--- src/alarm_frame_deframer_macros.svh ---
// assertion macros for the alarm frame deframer
// used by afd_parser, no other dependencies
`ifndef ALARM_FRAME_DEFRAMER_MACROS_SVH
`define ALARM_FRAME_DEFRAMER_MACROS_SVH

// same-cycle implication, checked outside reset
`define AFD_ASSERT_IMPLY(label, clk, rst, ante, cons, msg) \
   label: assert property (@(posedge clk) disable iff (rst) (ante) |-> (cons)) else $error(msg);

// next-cycle implication, checked outside reset
`define AFD_ASSERT_NEXT(label, clk, rst, ante, cons, msg) \
   label: assert property (@(posedge clk) disable iff (rst) (ante) |=> (cons)) else $error(msg);

`endif

--- src/afd_pkg.sv ---
// shared constants and types for the alarm frame deframer
// no dependencies
`timescale 1ns / 1ps
`default_nettype none

package afd_pkg;

   localparam int MAX_FRAME_DEFAULT = 1024;

   localparam logic [7:0]  START_FIRST = 8'h20;
   localparam logic [7:0]  CR_BYTE     = 8'h0D;
   localparam logic [15:0] END_PAIR    = 16'h0D0D;
   localparam logic [31:0] SMOKE_MARK  = 32'hBBF0BEAF;
   localparam logic [7:0]  ASCII_ZERO  = 8'h30;
   localparam logic [7:0]  ASCII_NINE  = 8'h39;

   localparam logic [1:0] KIND_NORMAL   = 2'd0;
   localparam logic [1:0] KIND_SMOKE    = 2'd1;
   localparam logic [1:0] KIND_OVERFLOW = 2'd2;

   typedef struct packed {
      logic [1:0] frame_kind;
      logic [9:0] point_number;
      logic       point_valid;
   } afd_result_type;

endpackage

`default_nettype wire

--- src/afd_parser.sv ---
// frame parser: hunting, byte history, smoke marker and point digits
// depends on afd_pkg and alarm_frame_deframer_macros.svh
`timescale 1ns / 1ps
`default_nettype none
`include "alarm_frame_deframer_macros.svh"

module afd_parser #(
   parameter int MAX_FRAME = afd_pkg::MAX_FRAME_DEFAULT
) (
   input  wire logic                    clock,
   input  wire logic                    reset,
   input  wire logic                    step,
   input  wire logic [7:0]              rx_byte,
   output logic                         emit,
   output afd_pkg::afd_result_type      result
);

   localparam int CW = $clog2(MAX_FRAME + 1);
   localparam logic [1:0] MODE_HUNT  = 2'd0;
   localparam logic [1:0] MODE_FRAME = 2'd1;

   logic [1:0]    mode_ff, mode_in;
   logic [CW-1:0] count_ff, count_in;
   logic [31:0]   recent_ff, recent_in;
   logic          smoke_ff, smoke_in;
   logic [9:0]    accum_ff, accum_in;
   logic          bad_ff, bad_in;

   logic [31:0]   shifted;
   logic [CW-1:0] count_inc;
   logic          is_digit;
   logic          digit_slot;
   logic [3:0]    digit;
   logic          frame_end;
   logic          overflow;
   logic          valid_point;

   always_comb begin
      shifted     = {recent_ff[23:0], rx_byte};
      count_inc   = count_ff + CW'(1);
      is_digit    = (rx_byte >= afd_pkg::ASCII_ZERO) && (rx_byte <= afd_pkg::ASCII_NINE);
      digit_slot  = (count_ff >= CW'(2)) && (count_ff <= CW'(4));
      digit       = is_digit ? 4'(rx_byte - afd_pkg::ASCII_ZERO) : 4'd0;

      mode_in     = mode_ff;
      count_in    = count_ff;
      recent_in   = recent_ff;
      smoke_in    = smoke_ff;
      accum_in    = accum_ff;
      bad_in      = bad_ff;
      frame_end   = 1'b0;
      overflow    = 1'b0;
      valid_point = 1'b0;
      emit        = 1'b0;
      result      = '0;

      if (mode_ff != MODE_FRAME) begin
         if ((recent_ff[7:0] == afd_pkg::START_FIRST) && (rx_byte == afd_pkg::CR_BYTE)) begin
            mode_in   = MODE_FRAME;
            count_in  = CW'(2);
            recent_in = {16'h0000, afd_pkg::START_FIRST, afd_pkg::CR_BYTE};
            smoke_in  = 1'b0;
            accum_in  = '0;
            bad_in    = 1'b0;
         end else begin
            recent_in = shifted;
         end
      end else begin
         recent_in = shifted;
         if (digit_slot) begin
            // accum * 10 + digit, kept to 10 bits
            accum_in = {accum_ff[6:0], 3'b000} + {accum_ff[8:0], 1'b0} + {6'd0, digit};
            bad_in   = bad_ff | ~is_digit;
         end
         count_in = count_inc;
         if (shifted == afd_pkg::SMOKE_MARK) begin
            smoke_in = 1'b1;
         end
         frame_end   = (count_inc > CW'(2)) && (shifted[15:0] == afd_pkg::END_PAIR);
         overflow    = count_inc >= CW'(MAX_FRAME);
         valid_point = ~bad_in && (count_inc >= CW'(5));
         if (frame_end) begin
            emit                = step;
            result.frame_kind   = smoke_in ? afd_pkg::KIND_SMOKE : afd_pkg::KIND_NORMAL;
            result.point_number = valid_point ? accum_in : 10'd0;
            result.point_valid  = valid_point;
         end else if (overflow) begin
            emit              = step;
            result.frame_kind = afd_pkg::KIND_OVERFLOW;
         end
         if (frame_end || overflow) begin
            mode_in   = MODE_HUNT;
            count_in  = '0;
            recent_in = '0;
            smoke_in  = 1'b0;
            accum_in  = '0;
            bad_in    = 1'b0;
         end
      end
   end

   always_ff @(posedge clock) begin
      if (reset) begin
         mode_ff   <= MODE_HUNT;
         count_ff  <= '0;
         recent_ff <= '0;
         smoke_ff  <= 1'b0;
         accum_ff  <= '0;
         bad_ff    <= 1'b0;
      end else if (step) begin
         mode_ff   <= mode_in;
         count_ff  <= count_in;
         recent_ff <= recent_in;
         smoke_ff  <= smoke_in;
         accum_ff  <= accum_in;
         bad_ff    <= bad_in;
      end
   end

   `AFD_ASSERT_NEXT(a_hunt_after_result, clock, reset, emit,
      mode_ff == MODE_HUNT, "parser not hunting after a result")
   `AFD_ASSERT_IMPLY(a_count_in_frame, clock, reset, mode_ff == MODE_FRAME,
      (count_ff >= CW'(2)) && (count_ff < CW'(MAX_FRAME)), "frame byte count out of range")
   `AFD_ASSERT_IMPLY(a_hunt_clean, clock, reset, mode_ff != MODE_FRAME,
      (count_ff == '0) && !smoke_ff && !bad_ff && (accum_ff == '0), "frame state left while hunting")

endmodule

`default_nettype wire

--- src/alarm_frame_deframer.sv ---
// data path: a request accepted into the input register is parsed from there, and the
// parser loads its result into the result register when it advances; rsp takes it from there
// throughput: one request per cycle; rsp_stall holds the result register and the
// input register, so the parser only advances when the result register can load
// reset: synchronous, active high; clears both valid flags and returns the parser
// to hunting with an empty byte history, ready on the next cycle
// top level of the alarm frame deframer: input register, parser, result register
// depends on afd_pkg and afd_parser
`timescale 1ns / 1ps
`default_nettype none

module alarm_frame_deframer #(
   parameter int MAX_FRAME = afd_pkg::MAX_FRAME_DEFAULT
) (
   input  wire logic       clock,
   input  wire logic       reset,
   input  wire logic       req_valid,
   output logic            req_stall,
   input  wire logic [7:0] req_rx_byte,
   output logic            rsp_valid,
   input  wire logic       rsp_stall,
   output logic [1:0]      rsp_frame_kind,
   output logic [9:0]      rsp_point_number,
   output logic            rsp_point_valid
);

   logic                    in_valid_ff;
   logic [7:0]              in_byte_ff;
   logic                    rsp_valid_ff;
   afd_pkg::afd_result_type rsp_data_ff;

   logic                    out_ready;
   logic                    advance;
   logic                    emit;
   afd_pkg::afd_result_type result;

   assign out_ready = !rsp_valid_ff || !rsp_stall;
   assign advance   = in_valid_ff && out_ready;
   assign req_stall = in_valid_ff && !out_ready;

   afd_parser #(
      .MAX_FRAME (MAX_FRAME)
   ) u_parser (
      .clock   (clock),
      .reset   (reset),
      .step    (advance),
      .rx_byte (in_byte_ff),
      .emit    (emit),
      .result  (result)
   );

   always_ff @(posedge clock) begin
      if (reset) begin
         in_valid_ff <= 1'b0;
      end else if (!req_stall) begin
         in_valid_ff <= req_valid;
      end
   end

   always_ff @(posedge clock) begin
      if (req_valid && !req_stall) begin
         in_byte_ff <= req_rx_byte;
      end
   end

   always_ff @(posedge clock) begin
      if (reset) begin
         rsp_valid_ff <= 1'b0;
      end else if (out_ready) begin
         rsp_valid_ff <= emit;
      end
   end

   always_ff @(posedge clock) begin
      if (emit) begin
         rsp_data_ff <= result;
      end
   end

   assign rsp_valid        = rsp_valid_ff;
   assign rsp_frame_kind   = rsp_data_ff.frame_kind;
   assign rsp_point_number = rsp_data_ff.point_number;
   assign rsp_point_valid  = rsp_data_ff.point_valid;

endmodule

`default_nettype wire

--- config.mk ---
export PLATFORM = sky130hd
export DESIGN_NAME = alarm_frame_deframer
export DESIGN_NICKNAME = d
export VERILOG_FILES = /design/src/afd_pkg.sv /design/src/afd_parser.sv /design/src/alarm_frame_deframer.sv
export VERILOG_INCLUDE_DIRS = /design/src /design/src/src
export SDC_FILE = /design/constraint.sdc
export NUM_CORES = 1
export LEC_CHECK = 0
export BUFFER_PORTS_ARGS = -buffer_cell sky130_fd_sc_hd__buf_4
export CORE_MARGIN = 1.5
export CORE_UTILIZATION = 60
export CTS_BUF_LIST = sky130_fd_sc_hd__clkbuf_16
export CTS_CLUSTER_DIAMETER = 40
export DETAILED_ROUTE_END_ITERATION = 7
export PLACE_DENSITY = 0.81
export SLEW_MARGIN = 25
export SYNTH_ARGS = -nofsm -noshare
export SYNTH_HDL_FRONTEND = slang
export SYNTH_SLANG_ARGS = --single-unit
--- constraint.sdc ---
create_clock -name clock -period 9.8 [get_ports clock]
set_input_delay 1.47 -clock clock [delete_from_list [all_inputs] [get_ports clock]]
set_output_delay 1.47 -clock clock [all_outputs]
set_load 0.02 [all_outputs]
# After elaboration in Yosys (flattened, before gate mapping)
# Index checks and enable logic that the tools add are counted.
# op_classes
add_sub_neg,4
n_mul,0
div_mod_pow,0
order_cmp,7
n_eq_ne,6
n_shift,0
mux,29
bitwise_logic,5
reduce_logical,19
# ops
cell,n
$mux 24,3
$mux 10,4
$mux 11,3
$eq 32x32->1 const B,1
$eq 16x12->1 const B,1
$mux 1,13
$add 11x1->11 const B,1
$ge 11x11->1 const B,1
$ge 11x2->1 const B,1
$ge 11x3->1 const B,1
$gt 11x2->1 const B,1
$le 11x3->1 const B,1
$add 10x10->10,1
$add 10x4->10,1
$mux 2,5
$eq 8x4->1 const B,1
$eq 8x6->1 const B,1
$ge 8x6->1 const B,1
$le 8x6->1 const B,1
$logic_and 1x1->1,8
$logic_not 1->1,4
$mux 4,1
$not 1->1,4
$sub 4x1->4 const B,1
other kinds (9),10
# totals
reg_bits,72
latch_bits,0
ram_bits,0
rom_bits,0
inputBits,12
output_inout_bits,15
elab_cells,82
mem_count,0

# Depth between registers and ports, before layout
# depth
depth_word,10
ltp_mapped,12

# Hierarchy
# From an unflattened synthesis, not the netlist that was laid out.
# hier_totals
hier_cells,354
hier_area_um2,3646.0
# by_module_without_submodules
module,instances,cells_per_inst,area_each_um2,seq_area_each_um2
afd_parser,1,323,2929.1,960.9
alarm_frame_deframer,1,31,716.9,670.6

# Worst setup path after synthesis
# No wires, ideal clock.
# synth_path
kind,input to output
start,input port rsp_stall
end,output port req_stall
arrival_time_ns,1.756
setup_slack_ns,6.574
stages,1
cell_sequence,and3_1
# synth_via
elab_chain_len,4
# synth_lines
item,line,source
"start, declared",alarm_frame_deframer.sv:21,"input wire logic rsp_stall,"
$logic_not 1->1,alarm_frame_deframer.sv:37,assign out_ready = !rsp_valid_ff || !rsp_stall;
$logic_or 1x1->1,alarm_frame_deframer.sv:37,
$logic_not 1->1,alarm_frame_deframer.sv:39,assign req_stall = in_valid_ff && !out_ready;
$logic_and 1x1->1,alarm_frame_deframer.sv:39,
"end, declared",alarm_frame_deframer.sv:18,"output logic req_stall,"
# No other way between the ends.

# Worst setup path after layout
# layout_path
start,register in_byte_ff[7]
end,"register rsp_data_ff (netlist bit rsp_point_number[9]), data pin"
# layout_via
elab_chain_len,10
elab_cells_between_ends,17
cone_classes,1 x add/sub; 2 x order compare; 1 x eq/ne; 4 x mux; 5 x bitwise; 4 x reduce/logical
# layout_lines
item,line,source
"start, declared",alarm_frame_deframer.sv:28,logic [7:0] in_byte_ff;
"start signal, assigned",alarm_frame_deframer.sv:62,in_byte_ff <= req_rx_byte;
branches (longest 10 deep; another with $add 10x4->10),-,
"end signal, assigned",alarm_frame_deframer.sv:76,rsp_data_ff <= result;
"end, declared",alarm_frame_deframer.sv:30,afd_pkg::afd_result_type rsp_data_ff;
# Several ways; the timed one is not identified. The select of a mux whose other input is x is not followed.
# A chain may end at the register's enable or synchronous reset.

==> metrics.csv <==
stage;metric;value;unit
synthesis;ys.flop_type;dfxtp_1;
routing;drt-pass1-iter-count;5;
global_route;grt_usage;0.277;
floorplanning;core;5960;µm²
worst_setup_path;timing.rr.start;in_byte_ff[7];
worst_setup_path;r2r_cells;12;
worst_setup_path;cp.arrival;3.90;ns
timing;period_share;0.383;
worst_setup_path;crit_path_end_kind;flip-flop;
worst_hold_path;hold_class;flip-flop to flip-flop;
synthesis;yosysWarnings;0;
timing;finalSetupViolCount;0;
worst_setup_path;slowest_stage;fa_1;
worst_setup_path;worst_setup_path_start_kind;flip-flop;
global_route;grt_max_degree;37;
global_route;first_global_vias;2943;
placement;dpl.hpwl;5670;µm
clock_network;clock-sinks;71;
global_route;grt-ovfl-total;0;
layout;nets;426;
global_route;grt_pass1_wl;13900;µm
layout;final_common_cell;dfxtp_1;
clock_network;cts.repair.resized;0;
worst_setup_path;crit_start;in_byte_ff[7];
timing;hold_viol_final;0;
layout;nFillCells;424;
worst_hold_path;holdPathStages;1;
synthesis;synth_fp_nets;408;
floorplanning;start_util;0.628;
synthesis;avgSynthCellArea;9.89;µm²
timing;finalCriticalPeriod;3.75;ns
timing;max_slew_margin;0.361;
floorplanning;die_area;6710;µm²
routing;via_per_inst;6.56;
timing;timing.fmax;0.266;GHz
run;maxCapViolations;0;
floorplanning;die_y;81.9;µm
clock_network;cts_tree;yes;
routing;drtIter0Drc;243;
pwr;p_leak;1.64;nW
worst_setup_path;crit_path_max_fanout;4;
worst_setup_path;r2r_slack;6.05;ns
clock_network;htree_num_levels;3;
worst_setup_path;crit_family;compound AO/OA/AOI/OAI gates;
timing;worst_hold_slack;0.465;ns
worst_setup_path;path_cells;nor4bb_1 > and2_1 > nand2_1 > fa_1 > inv_1 > ha_1 > a21o_1 > a21oi_1 > o21bai_1 > o41ai_1 > xnor2_1 > a211oi_1;
floorplanning;num_rows;28;
floorplanning;fp.dieW;81.9;µm
outcome;status;finished clean;
clock_network;cts_max_path_buffers;2;
synthesis;ys_types;65;
timing;slew_viol_final;0;
clock_network;root_buffer;clkbuf_16;
pwr;power.density;166;nW/µm²
worst_setup_path;path_class;flip-flop to flip-flop;
global_route;antenna_found_initial;0;
routing;ant_nets;0;
worst_setup_path;cpPeakStageDelay;0.50;ns
clock_network;path_clk_slew;0.06;ns
floorplanning;io-pin-count;27;
worst_hold_path;hold_start;u_parser.accum_ff[9];
pwr;ir_drop;154;µV
routing;wl_per_cell;18.2;µm
worst_setup_path;cp.required;9.94;ns
worst_setup_path;r2r-end;rsp_point_number[9];
layout;final_cell_mix;dfxtp_1, nand2_1, buf_4, inv_1;
clock_network;postCtsSetupRepairBufs;0;
clock_network;clk_latency;0.34;ns
routing;vias;3124;
routing;drc;0;
synthesis;synth-seq-cells;71;
placement;routabilityCongestion;0.945;
timing;skew;0.00944;ns
synthesis;syn_inst;378;
placement;port-buffer-count;26;
synthesis;synth_edf_count;21;
layout;layout-drive-gt1-share;0.155;
clock_network;hold_buffers;0;
synthesis;async_flop_share;0;
layout;area.growth.synth_to_final;15.1;%
timing;worst_slew_pin_slew;0.952;ns
synthesis;ys_seq_area_frac;0.436;
clock_network;numCtsBuffers;9;
worst_hold_path;hold_end;u_parser.accum_ff[9];
worst_setup_path;critPathBufInv;1;
synthesis;synth_area;3740;µm²
timing;setup_tns;0;ns
layout;antenna_cells;0;
timing;grt_setup_unrepaired;false;
routing;wl;8640;µm
-- worst max path at each step --
stage,slack (ns),to,depth (start not counted)
2_1_floorplan,6.57,req_stall,1
5_1_grt,5.77,rsp_point_number[9],12
3_5_place_dp,6.08,rsp_point_number[9],12
3_3_place_gp,6.22,rsp_point_number[9],12
4_1_cts,6.05,rsp_point_number[9],12
6_report,6.05,rsp_point_number[9],12
-- cell families (layout without fill, tap and decap cells) --
group / after synthesis / after routing / share of synthesized area
AND/OR/NAND/NOR: 125 / 125 / 0.192
adder cells (fa/ha/maj): 18 / 18 / 0.0643
XOR/XNOR: 10 / 10 / 0.0234
flip-flops: 71 / 71 / 0.436
AO/OA/AOI/OAI: 96 / 96 / 0.201
multiplexers: 11 / 11 / 0.0298
buffers and inverters: 47 / 70 / 0.0535
-- report_power, final --
part	internal, mW	total (mW)	leakage (nW)	switching, mW
clock network	0.249	0.377	0.164	0.128
logic	0.00885	0.0222	0.847	0.0134
registers	0.307	0.313	0.634	0.00611
-- per-layer routing --
metal	up-vias	wire, µm	GRT usage
met4	0	233	0.136
met3	26	562	0.0622
met1	1476	3740	0.356
met5	-	0	0
met2	149	4100	0.437
li1	1473	-	-
-- cells in the mapped netlist (6+ instances only) --
cell,instances,area [µm²]
inv_1,25,93.8
nand3_1,21,105
mux2i_1,10,100
buf_2,7,35.0
nand2_1,30,113
clkbuf_1,11,41.3
and3_1,8,50.1
nor2_1,15,56.3
a22o_1,10,87.6
nand4_1,8,50.1
o32ai_1,12,105
edfxtp_1,21,631
nor4_1,6,37.5
dfxtp_1,50,1000
xnor2_1,6,52.6
a21oi_1,21,105
ha_1,16,200
-- per-stage QoR --
stage               setup slack [ns]  instances   util  power, mW  instance area, µm²
finish                          6.05        476  0.722      0.713                4300
global route                    5.77        476  0.722      0.733                4300
CTS                             6.05        476  0.720      0.714                4290
detailed placement              6.08        460  0.662      0.341                3940
global placement                6.22        460  0.662      0.340                3940
floorplan                       6.57        378      -      0.332                3740
-- state kept, by name, indices dropped and copies added, names as in the netlist --
name,cells
u_parser.recent_ff,24
u_parser.count_ff,11
rsp_point_number,10
u_parser.accum_ff,10
in_byte_ff,8
rsp_frame_kind,2
in_valid_ff,1
rsp_point_valid,1
rsp_valid,1
u_parser.bad_ff,1
u_parser.mode_ff,1
u_parser.smoke_ff,1
-- area by class of cell --
type / instances / area [µm²] / area share
flip-flops and latches: 71 / 1630 / 0.379
clock buffers: 9 / 225 / 0.0523
inverters: 26 / 97.6 / 0.0227
clock inverters: 7 / 119 / 0.0276
repair buffers: 28 / 210 / 0.0489
well taps: 75 / 93.8 / 0.0218
multi-input cells: 260 / 1930 / 0.448
Power figures use the tool's default switching activity.
